**config.mk**
```make
export PLATFORM = sky130hd
export DESIGN_NAME = tag_id_whitelist_table
export DESIGN_NICKNAME = d
export VERILOG_FILES = /design/src/rtl/twt_pkg.sv /design/src/rtl/twt_sequencer.sv /design/src/rtl/twt_datapath.sv /design/src/rtl/tag_id_whitelist_table.sv
export SDC_FILE = /design/constraint.sdc
export NUM_CORES = 1
export LEC_CHECK = 0
export ABC_AREA = 1
export ABC_CLOCK_PERIOD_IN_PS = 5280
export BUFFER_PORTS_ARGS = -buffer_cell sky130_fd_sc_hd__buf_2
export CAP_MARGIN = 40
export CELL_PAD_IN_SITES_DETAIL_PLACEMENT = 1
export CELL_PAD_IN_SITES_GLOBAL_PLACEMENT = 1
export CORE_MARGIN = 2
export CORE_UTILIZATION = 50
export CTS_BUF_LIST = sky130_fd_sc_hd__clkbuf_16
export CTS_CLUSTER_DIAMETER = 120
export DETAILED_ROUTE_END_ITERATION = 8
export GPL_TIMING_DRIVEN = 0
export PLACE_DENSITY_LB_ADDON = 0.1
export RECOVER_POWER = 100
export SLEW_MARGIN = 20
export SYNTH_ARGS = -nofsm -noshare
export SYNTH_HDL_FRONTEND = slang
export SYNTH_SLANG_ARGS = --single-unit
```
**constraint.sdc**
```tcl
create_clock -name aclk -period 5.28 [get_ports aclk]
set_clock_uncertainty 0.2 [all_clocks]
set_input_delay 0.528 -clock aclk [delete_from_list [all_inputs] [get_ports aclk]]
set_output_delay 0.528 -clock aclk [all_outputs]
set_load 0.02 [all_outputs]
```
**src/rtl/twt_pkg.sv**
```systemverilog
// Package for the tag identifier whitelist table: opcodes, microcode word,
// sequencer status, the microprogram and the byte mask helper.
// No dependencies.
`timescale 1ns / 1ps
`default_nettype none

package twt_pkg;

    localparam int TableSlotsDefault  = 16;
    localparam int MaxTagBytesDefault = 8;
    localparam int TagBytesW          = 64;
    localparam int TagLenW            = 4;
    localparam int OpW                = 2;
    localparam int UpcW               = 2;
    localparam int UcodeDepth         = 4;

    typedef enum logic [OpW-1:0] {
        OP_ADD      = 2'd0,
        OP_DELETE   = 2'd1,
        OP_VALIDATE = 2'd2
    } opcode_t;

    typedef enum logic [1:0] {
        COND_IN_VALID = 2'd0,
        COND_BAD_REQ  = 2'd1,
        COND_DONE     = 2'd2,
        COND_OUT_FREE = 2'd3
    } cond_t;

    typedef logic [UpcW-1:0] upc_t;

    localparam upc_t StepIdle = 2'd0;
    localparam upc_t StepRead = 2'd1;
    localparam upc_t StepScan = 2'd2;
    localparam upc_t StepEmit = 2'd3;

    typedef struct packed {
        logic  ready;
        logic  scan;
        logic  emit;
        logic  hold;
        cond_t cond;
        upc_t  target;
    } ucode_t;

    typedef struct packed {
        logic in_valid;
        logic bad_req;
        logic done;
        logic out_free;
    } seq_status_t;

    function automatic ucode_t ucode_rom(input upc_t step);
        ucode_t w;
        w = '0;
        case (step)
            StepIdle: begin
                w.ready  = 1'b1;
                w.hold   = 1'b1;
                w.cond   = COND_IN_VALID;
                w.target = StepRead;
            end
            StepRead: begin
                w.cond   = COND_BAD_REQ;
                w.target = StepEmit;
            end
            StepScan: begin
                w.scan   = 1'b1;
                w.hold   = 1'b1;
                w.cond   = COND_DONE;
                w.target = StepEmit;
            end
            StepEmit: begin
                w.emit   = 1'b1;
                w.hold   = 1'b1;
                w.cond   = COND_OUT_FREE;
                w.target = StepIdle;
            end
            default: begin
                w.cond   = COND_OUT_FREE;
                w.target = StepIdle;
            end
        endcase
        return w;
    endfunction

    function automatic logic [TagBytesW-1:0] byte_mask(input logic [TagLenW-1:0] len);
        logic [TagBytesW-1:0] m;
        m = '0;
        for (int b = 0; b < TagBytesW / 8; b++) begin
            if (TagLenW'(b) < len) begin
                m[b*8 +: 8] = 8'hff;
            end
        end
        return m;
    endfunction

endpackage

`default_nettype wire

```
**src/rtl/twt_sequencer.sv**
```systemverilog
// Microcode sequencer: step counter, control word table and conditional jumps.
// Depends on twt_pkg.
`timescale 1ns / 1ps
`default_nettype none

module twt_sequencer (
    input  wire                  aclk,
    input  wire                  aresetn,
    input  twt_pkg::seq_status_t status,
    output twt_pkg::ucode_t      ctl
);
    import twt_pkg::*;

    upc_t upc_reg;
    upc_t upc_next;
    logic cond_true;

    assign ctl = ucode_rom(upc_reg);

    always_comb begin
        case (ctl.cond)
            COND_IN_VALID: cond_true = status.in_valid;
            COND_BAD_REQ:  cond_true = status.bad_req;
            COND_DONE:     cond_true = status.done;
            COND_OUT_FREE: cond_true = status.out_free;
            default:       cond_true = 1'b0;
        endcase
        if (cond_true) begin
            upc_next = ctl.target;
        end else if (ctl.hold) begin
            upc_next = upc_reg;
        end else begin
            upc_next = upc_reg + 1'b1;
        end
    end

    always_ff @(posedge aclk) begin
        if (!aresetn) begin
            upc_reg <= StepIdle;
        end else begin
            upc_reg <= upc_next;
        end
    end

endmodule

`default_nettype wire

```
**src/rtl/twt_datapath.sv**
```systemverilog
// Datapath: request registers, slot counter, slot memory with valid bits,
// and the match compare. Depends on twt_pkg.
`timescale 1ns / 1ps
`default_nettype none

module twt_datapath #(
    parameter int TABLE_SLOTS   = twt_pkg::TableSlotsDefault,
    parameter int MAX_TAG_BYTES = twt_pkg::MaxTagBytesDefault
) (
    input  wire                              aclk,
    input  wire                              aresetn,
    input  twt_pkg::ucode_t                  ctl,
    input  wire                              in_accept,
    input  wire  [twt_pkg::OpW-1:0]          in_opcode,
    input  wire  [twt_pkg::TagBytesW-1:0]    in_tag_bytes,
    input  wire  [twt_pkg::TagLenW-1:0]      in_tag_length,
    output logic                             bad_req,
    output logic                             done,
    output logic                             ok
);
    import twt_pkg::*;

    localparam int SlotW = (TABLE_SLOTS > 1) ? $clog2(TABLE_SLOTS) : 1;
    localparam logic [SlotW-1:0] LastSlot = SlotW'(TABLE_SLOTS - 1);

    logic [OpW-1:0]       op_reg;
    logic [TagBytesW-1:0] bytes_reg;
    logic [TagLenW-1:0]   len_reg;
    logic [SlotW-1:0]     slot_reg;
    logic                 ok_reg;

    logic [TagBytesW-1:0] mem_bytes [TABLE_SLOTS];
    logic [TagLenW-1:0]   mem_len   [TABLE_SLOTS];
    logic [TABLE_SLOTS-1:0] valid_reg;

    logic [TagBytesW-1:0] rd_bytes_reg;
    logic [TagLenW-1:0]   rd_len_reg;
    logic                 rd_valid_reg;

    logic [SlotW-1:0] rd_addr;
    logic             last_slot;
    logic             empty;
    logic             match;
    logic             hit;
    logic             do_write;
    logic             do_clear;

    assign last_slot = (slot_reg == LastSlot);
    assign rd_addr   = (ctl.scan && !last_slot) ? slot_reg + 1'b1 : slot_reg;

    assign bad_req = (len_reg == '0) || (len_reg > TagLenW'(MAX_TAG_BYTES))
                     || !(op_reg inside {OP_ADD, OP_DELETE, OP_VALIDATE});

    assign empty = !rd_valid_reg;
    assign match = rd_valid_reg && (rd_len_reg == len_reg) && (rd_bytes_reg == bytes_reg);

    always_comb begin
        hit      = 1'b0;
        do_write = 1'b0;
        do_clear = 1'b0;
        case (opcode_t'(op_reg))
            OP_ADD: begin
                hit      = empty || match;
                do_write = empty;
            end
            OP_DELETE: begin
                hit      = match;
                do_clear = match;
            end
            OP_VALIDATE: begin
                hit = match;
            end
            default: begin
                hit = 1'b0;
            end
        endcase
    end

    assign done = hit || last_slot;
    assign ok   = ok_reg;

    always_ff @(posedge aclk) begin
        if (ctl.ready && in_accept) begin
            op_reg    <= in_opcode;
            bytes_reg <= in_tag_bytes & byte_mask(in_tag_length);
            len_reg   <= in_tag_length;
            slot_reg  <= '0;
            ok_reg    <= 1'b0;
        end else if (ctl.scan) begin
            if (hit) begin
                ok_reg <= 1'b1;
            end
            if (!done) begin
                slot_reg <= slot_reg + 1'b1;
            end
        end
    end

    always_ff @(posedge aclk) begin
        if (ctl.scan && do_write) begin
            mem_bytes[slot_reg] <= bytes_reg;
            mem_len[slot_reg]   <= len_reg;
        end
        rd_bytes_reg <= mem_bytes[rd_addr];
        rd_len_reg   <= mem_len[rd_addr];
        rd_valid_reg <= valid_reg[rd_addr];
    end

    always_ff @(posedge aclk) begin
        if (!aresetn) begin
            valid_reg <= '0;
        end else if (ctl.scan && do_write) begin
            valid_reg[slot_reg] <= 1'b1;
        end else if (ctl.scan && do_clear) begin
            valid_reg[slot_reg] <= 1'b0;
        end
    end

endmodule

`default_nettype wire

```
**src/rtl/tag_id_whitelist_table.sv**
```systemverilog
// Top level of the tag identifier whitelist table: stream ports, result
// register, sequencer and datapath. Depends on twt_pkg, twt_sequencer, twt_datapath.
//
// Channel  Dir  tdata fields (low bit first)                       Width
// s_       in   opcode[1:0], tag_bytes[65:2], tag_length[69:66]     72
// m_       out  ok[0]                                               8
//
// A request is taken in the idle step, then passes the read, scan and emit steps; the
// scan covers N (1 to TABLE_SLOTS) slots, one slot compared per cycle through the slot memory read port.
// Invalid requests skip the scan step. Reset empties every slot at once.
// A result waiting on m_tready stalls only the next request's final step.
`timescale 1ns / 1ps
`default_nettype none

module tag_id_whitelist_table #(
    parameter int TABLE_SLOTS   = twt_pkg::TableSlotsDefault,
    parameter int MAX_TAG_BYTES = twt_pkg::MaxTagBytesDefault
) (
    input  wire         aclk,
    input  wire         aresetn,
    input  wire         s_tvalid,
    output logic        s_tready,
    input  wire  [71:0] s_tdata,   // opcode, tag_bytes, tag_length, zero pad
    output logic        m_tvalid,
    input  wire         m_tready,
    output logic [7:0]  m_tdata    // ok, zero pad
);
    import twt_pkg::*;

    ucode_t      ctl;
    seq_status_t status;
    logic        bad_req;
    logic        done;
    logic        ok;
    logic        out_free;
    logic        m_tvalid_reg;
    logic        m_ok_reg;

    assign s_tready = ctl.ready;
    assign out_free = !m_tvalid_reg || m_tready;

    assign status.in_valid = s_tvalid;
    assign status.bad_req  = bad_req;
    assign status.done     = done;
    assign status.out_free = out_free;

    twt_sequencer u_seq (
        .aclk    (aclk),
        .aresetn (aresetn),
        .status  (status),
        .ctl     (ctl)
    );

    twt_datapath #(
        .TABLE_SLOTS   (TABLE_SLOTS),
        .MAX_TAG_BYTES (MAX_TAG_BYTES)
    ) u_dp (
        .aclk          (aclk),
        .aresetn       (aresetn),
        .ctl           (ctl),
        .in_accept     (s_tvalid),
        .in_opcode     (s_tdata[1:0]),
        .in_tag_bytes  (s_tdata[65:2]),
        .in_tag_length (s_tdata[69:66]),
        .bad_req       (bad_req),
        .done          (done),
        .ok            (ok)
    );

    always_ff @(posedge aclk) begin
        if (!aresetn) begin
            m_tvalid_reg <= 1'b0;
        end else if (ctl.emit && out_free) begin
            m_tvalid_reg <= 1'b1;
        end else if (m_tready) begin
            m_tvalid_reg <= 1'b0;
        end
    end

    always_ff @(posedge aclk) begin
        if (ctl.emit && out_free) begin
            m_ok_reg <= ok;
        end
    end

    assign m_tvalid = m_tvalid_reg;
    assign m_tdata  = {7'b0, m_ok_reg};

endmodule

`default_nettype wire

```
## Word-level counts from Yosys, hierarchy flattened

Memories as Yosys holds them, arrays and structs flattened. A register that Yosys moved wholly into a read port is not among the register bits.
Index checks and enable logic that the tools add are counted.

- Add/sub/neg operators: 2
- $lt $le $gt $ge: 12
- Eq/ne operators: 12
- Mux-type cells: 38
- Bitwise gates (word level): 5
- Reductions and logical operators: 28

Operators by type and width:

| kind | number |
|---|---|
| 8-bit 2-to-1 mux | 16 |
| 64-bit AND | 1 |
| 64-bit equality test | 1 |
| 16-bit 2-to-1 mux | 2 |
| 16-bit AND | 1 |
| 3-bit by 4-bit < comparator with 1-bit output, first input constant | 4 |
| 16-bit NOT | 1 |
| 16-bit OR | 1 |
| 4-bit one-hot mux with 4 select lines | 1 |
| 1-bit 2-to-1 mux | 12 |
| 2-bit equality test, second input constant | 5 |
| 4-bit by 5-bit < comparator with 1-bit output, second input constant | 2 |
| 1-bit logical AND | 8 |
| 1-bit by 4-bit < comparator with 1-bit output, first input constant | 2 |
| 2-bit by 4-bit < comparator with 1-bit output, first input constant | 2 |
| 2-bit by 1-bit equality test with 1-bit output, second input constant | 3 |
| 2-bit zero test | 3 |
| 1-bit logical OR | 5 |
| 4-bit by 1-bit adder with 4-bit output, second input constant | 1 |
| 1-bit binary-select mux with 4-bit select | 1 |
| 1-bit demux with 4-bit select | 1 |
| 4-bit equality test | 1 |
| 4-bit equality test, second input constant | 1 |
| 4-bit by 1-bit >= comparator with 1-bit output, second input constant | 1 |
| 15 further kinds | 21 |

- Bits in registers: 96
- Memory bits (writable): 1088
- Input bits: 76
- Word-level logic and storage cells: 109
- Memories kept: 2

Memory list:

| memory | words | bits a word | read ports | clocked after memory_dff | wr ports | line | source |
|---|---|---|---|---|---|---|---|
| u_dp.mem_bytes | 16 | 64 | 1 | 1 | 1 | twt_datapath.sv:32 | `logic [TagBytesW-1:0] mem_bytes [TABLE_SLOTS];` |
| u_dp.mem_len | 16 | 4 | 1 | 1 | 1 | twt_datapath.sv:33 | `logic [TagLenW-1:0] mem_len [TABLE_SLOTS];` |

## Logic depth before layout (Yosys ltp)

- Depth in word-level cells: 8
- Depth in mapped cells: 18

## By module

A second synthesis with hierarchy kept.

- Cell total of the unflattened synthesis: 3799
- Area total of the unflattened synthesis: 49630.1 um^2

Modules (own cells, without submodules):

| module | times used | cells each | area an instance (um^2) | sequential area each (um^2) |
|---|---|---|---|---|
| twt_datapath | 1 | 3747 | 49224.7 | 36575.1 |
| twt_sequencer | 1 | 35 | 260.2 | 40.0 |
| tag_id_whitelist_table | 1 | 17 | 145.1 | 50.0 |

## Worst setup path before layout

No wires, ideal clock.

- Kind: register to register
- From: reg u_seq.upc_reg[0]
- To: mem u_dp.mem_bytes[1][0], enable pin
- Arrival time: 4.189 ns
- Setup slack: 0.394 ns
- Stages on the path, launching flop included: 8
- Cells stage by stage: dfxtp_1 -> inv_1 -> ha_1 -> inv_2 -> nor2_1 -> inv_1 -> clkbuf_1 -> nor2_1

- Word-level cells in the longest chain between the ends: 5

RTL lines:

| item | line | source |
|---|---|---|
| from (decl) | twt_sequencer.sv:14 | `upc_t upc_reg;` |
| from (signal assigned) | twt_sequencer.sv:39 | `upc_reg <= StepIdle;` |
| from (signal assigned) | twt_sequencer.sv:41 | `upc_reg <= upc_next;` |
| 2-bit equality test | twt_pkg.sv:56 | `case (step)` |
| 1-bit 2-to-1 mux | twt_pkg.sv:56 |  |
| 1-bit logical AND | twt_datapath.sv:100 | `if (ctl.scan && do_write) begin` |
| 1-bit 2-to-1 mux | twt_datapath.sv:100 |  |
| 1-bit 2-to-1 mux (implied by the code) | twt_datapath.sv:101 | `mem_bytes[slot_reg] <= bytes_reg;` |
| to (decl) | twt_datapath.sv:32 |  |

No other way between the ends.

## Final worst setup path

- From: reg u_seq.upc_reg[0]
- To: reg u_dp.rd_bytes_reg[9], read port of u_dp.mem_bytes

- Word-level cells in the longest chain between the ends: 4

RTL lines:

| item | line | source |
|---|---|---|
| 2-bit equality test | twt_pkg.sv:56 |  |
| 1-bit 2-to-1 mux | twt_pkg.sv:56 |  |
| 1-bit logical AND | twt_datapath.sv:49 | `assign rd_addr = (ctl.scan && !last_slot) ? slot_reg + 1'b1 : slot_reg;` |
| 4-bit 2-to-1 mux | twt_datapath.sv:49 |  |
| to (decl) | twt_datapath.sv:36 | `logic [TagBytesW-1:0] rd_bytes_reg;` |

No other way between the ends.
A chain may end at the register's enable or synchronous reset.

==> results.json <==
{
  "worst_slew_pin_slew_ps": 2260,
  "wl_per_cell_um": 30.8,
  "yosys_warnings": 0,
  "gp_congestion": 0.896,
  "postLayoutCoreUtil_pct": 58.2,
  "ys_seq_area_share_pct": 74.2,
  "route.detailed.drc": 0,
  "total_leakage_power_nw": 19.8,
  "dieHeight_um": 318,
  "antenna_found_initial": 6,
  "max_cap_violations": 18,
  "p_total_mw": 34.7,
  "h-tree-depth": 4,
  "cp-end-kind": "flip-flop",
  "holdWs_ps": -15.0,
  "hold_path.startpoint": "s_tvalid",
  "vias": 35100,
  "wl_met2_um": 83300,
  "io_buffers": 76,
  "postCtsResizedCells": 0,
  "cts_made_buffers": 134,
  "final_cell_mix": "edfxtp_1, nor2_1, o21ai_0, inv_1, nand2_1",
  "hpwl_um": 119000,
  "fin_crit_ps": 4970,
  "critical_path_buf_inv_count": 5,
  "start_kind": "flip-flop",
  "initialDrtViolationCount": 4185,
  "violations": "hold timing, capacitance limit, slew limit",
  "placedInstanceArea_sq_um": 53300,
  "initial_utilization_pct": 50.3,
  "yosys_register_bits": 1252,
  "pin_count": 86,
  "synthArstFlopShare_pct": 0,
  "slowest_stage": "clkbuf_1",
  "top_layer_used": "met5",
  "hold_viol_final": 1,
  "fin_cells": 5652,
  "cts_tree": "yes",
  "syn_inst": 3879,
  "synth.cell_area_sq_um": 49400,
  "nets": 4343,
  "path_clk_slew_ps": 60,
  "path_cells": "inv_1 -> ha_1 -> inv_1 -> nor2_1 -> a21oi_1 -> clkbuf_1 -> clkbuf_1 -> clkbuf_1 -> o221ai_1 -> nand3_1 -> o21ai_0",
  "design_area_sq_um": 57100,
  "grt_pass1_vias": 36200,
  "cts.sinks": 1252,
  "cts_root_buffer": "clkbuf_16",
  "synth_edf_count": 1159,
  "setup_violations": 0,
  "dpl.cell_count": 5328,
  "final_common_cell": "edfxtp_1",
  "critPathMaxFanout": 10,
  "cts_setup_buffers": 0,
  "r2r_slack_ps": 310,
  "core_sq_um": 98100,
  "synthTopCellsByArea": "edfxtp_1, nor2_1, o21ai_0",
  "worst_skew_pair.late_latency_ps": 760,
  "rr_worst_depth": 11,
  "synth_ff_type": "edfxtp_1",
  "areaGrowthSynthToFinish_pct": 15.6,
  "fmax_mhz": 201,
  "yosysTopAreaCellShare_pct": 70.4,
  "wl_um": 174000,
  "drive_gt1_share_pct": 10.4,
  "finalCritPeriodShare_pct": 94.1,
  "cts_buffer_depth": 3,
  "die_width_um": 318,
  "max_slew_margin_pct": -51.8,
  "r2r-end": "u_dp.rd_bytes_reg[9]",
  "largest_reg_flops": 1024,
  "rsz0062_at_grt": "no",
  "overflow": 0,
  "critPathMaxStageDelay_ps": 1050,
  "reg2reg_from": "u_seq.upc_reg[0]",
  "viasPerCell": 6.22,
  "hp-class": "input pin to flip-flop",
  "top_register": "u_dp.mem_bytes",
  "cpLargestDelayFamily": "buffers and inverters",
  "wl_met1_um": 67800,
  "path_common_cell": "clkbuf_1",
  "grt_pass1_wl_um": 249000,
  "avgSynthCellArea_sq_um": 12.7,
  "fillers": 9751,
  "p_per_area_nw_per_um2": 607,
  "yosys.cell_types.count": 44,
  "grt_max_degree": 45,
  "hold_depth": 3,
  "die-area_sq_um": 101000,
  "worstPathRequired_ps": 5640,
  "firstDrtPassIters": 6,
  "arrival_ps": 5330,
  "post-synth-top-area-cell": "edfxtp_1",
  "met3_length_um": 14200,
  "final_antenna_net_count": 0,
  "cts_hold_buf": 72,
  "num_rows": 115,
  "status": "finished with violations",
  "slew_viol_final": 289,
  "whs_endpoint": "u_dp.ok",
  "track_usage_pct": 34.1,
  "peakVddDrop_mv": 0.272,
  "worstSetupPathType": "flip-flop to flip-flop"
}
-- logic make-up after synthesis --
| logic type | count (synthesis) | synth area share, % |
|---|---|---|
| flip-flops | 1252 | 74.2 |
| AND/OR/NAND/NOR | 1120 | 9.03 |
| AO/OA/AOI/OAI | 1010 | 11.8 |
| buffers and inverters | 474 | 4.42 |
| adder cells (fa/ha/maj) | 13 | 0.329 |
| XOR/XNOR | 9 | 0.160 |
| other | 1 | 0.00759 |
-- per-stage QoR --
step | setup WS (ps) | hold slack (ps) | TNS (ps)
6_report | 311 | -15.0 | 0
4_1_cts | 885 | 9.43 | 0
3_3_place_gp | -3770 | 253 | -3632970
3_5_place_dp | 940 | 279 | 0
5_1_grt | 268 | 7.59 | 0
2_1_floorplan | 394 | 209 | 0
-- cell usage after synthesis, types with 22 or more instances --
| cell type | instances |
|---|---|
| a21oi_1 | 23 |
| buf_2 | 93 |
| buf_6 | 27 |
| clkbuf_1 | 86 |
| dfxtp_1 | 93 |
| edfxtp_1 | 1159 |
| inv_1 | 229 |
| nand2_1 | 216 |
| nand3_1 | 83 |
| nand4_1 | 22 |
| nor2_1 | 770 |
| o21ai_0 | 536 |
| o21ai_1 | 151 |
| o221ai_1 | 150 |
| o22ai_1 | 125 |
-- worst max-delay path by stage --
stage                            start                     to  slack (ps)  depth (start not counted)
CTS                 u_dp.bytes_reg[28]              flip-flop         880                         11
detailed placement  u_dp.bytes_reg[28]              flip-flop         940                         11
global placement      u_seq.upc_reg[0]  u_dp.mem_bytes[3][44]       -3770                          6
finish                u_seq.upc_reg[0]   u_dp.rd_bytes_reg[9]         310                         11
floorplan             u_seq.upc_reg[0]   u_dp.mem_bytes[1][0]         390                          7
global route          u_seq.upc_reg[0]   u_dp.rd_bytes_reg[5]         270                         11
-- where the power goes --
part	total (mW)	switching [mW]	leakage [nW]	internal, mW
registers	12.6	0.818	11.2	11.8
logic	13.1	9.76	6.38	3.30
clock network	9.00	3.94	2.19	5.07
total	34.7	14.5	19.8	20.2
-- layer usage --
layer	up-vias	GRT usage, %
met2	1805	56.2
met4	4	15.9
met1	18100	44.6
met3	383	5.50
met5	-	0
li1	14900	-
-- worst reg2reg max path, delay by kind of cell, from the launching register on --
family / cells / cell delay, ps
and+or+nand+nor: 2 / 310
adders and majority gates: 1 / 360
DFF: 1 / 410
AOI/OAI and AO/OA: 3 / 720
buffers and inverters: 5 / 2780
-- final cells by class --
| cell class | instances | area [sq um] | share of cell area (%) |
|---|---|---|---|
| sequential | 1252 | 36700 | 64.2 |
| buffer | 238 | 1290 | 2.26 |
| clock inverter | 104 | 622 | 1.09 |
| clock buffer | 141 | 3530 | 6.18 |
| timing repair buffer | 233 | 1940 | 3.39 |
| multi-input combinational | 2159 | 10600 | 18.5 |
| antenna | 2 | 5.00 | 0.00876 |
| tap | 1287 | 1610 | 2.82 |
| inverter | 236 | 892 | 1.56 |
No activity file was read; power rests on OpenSTA's default activity.
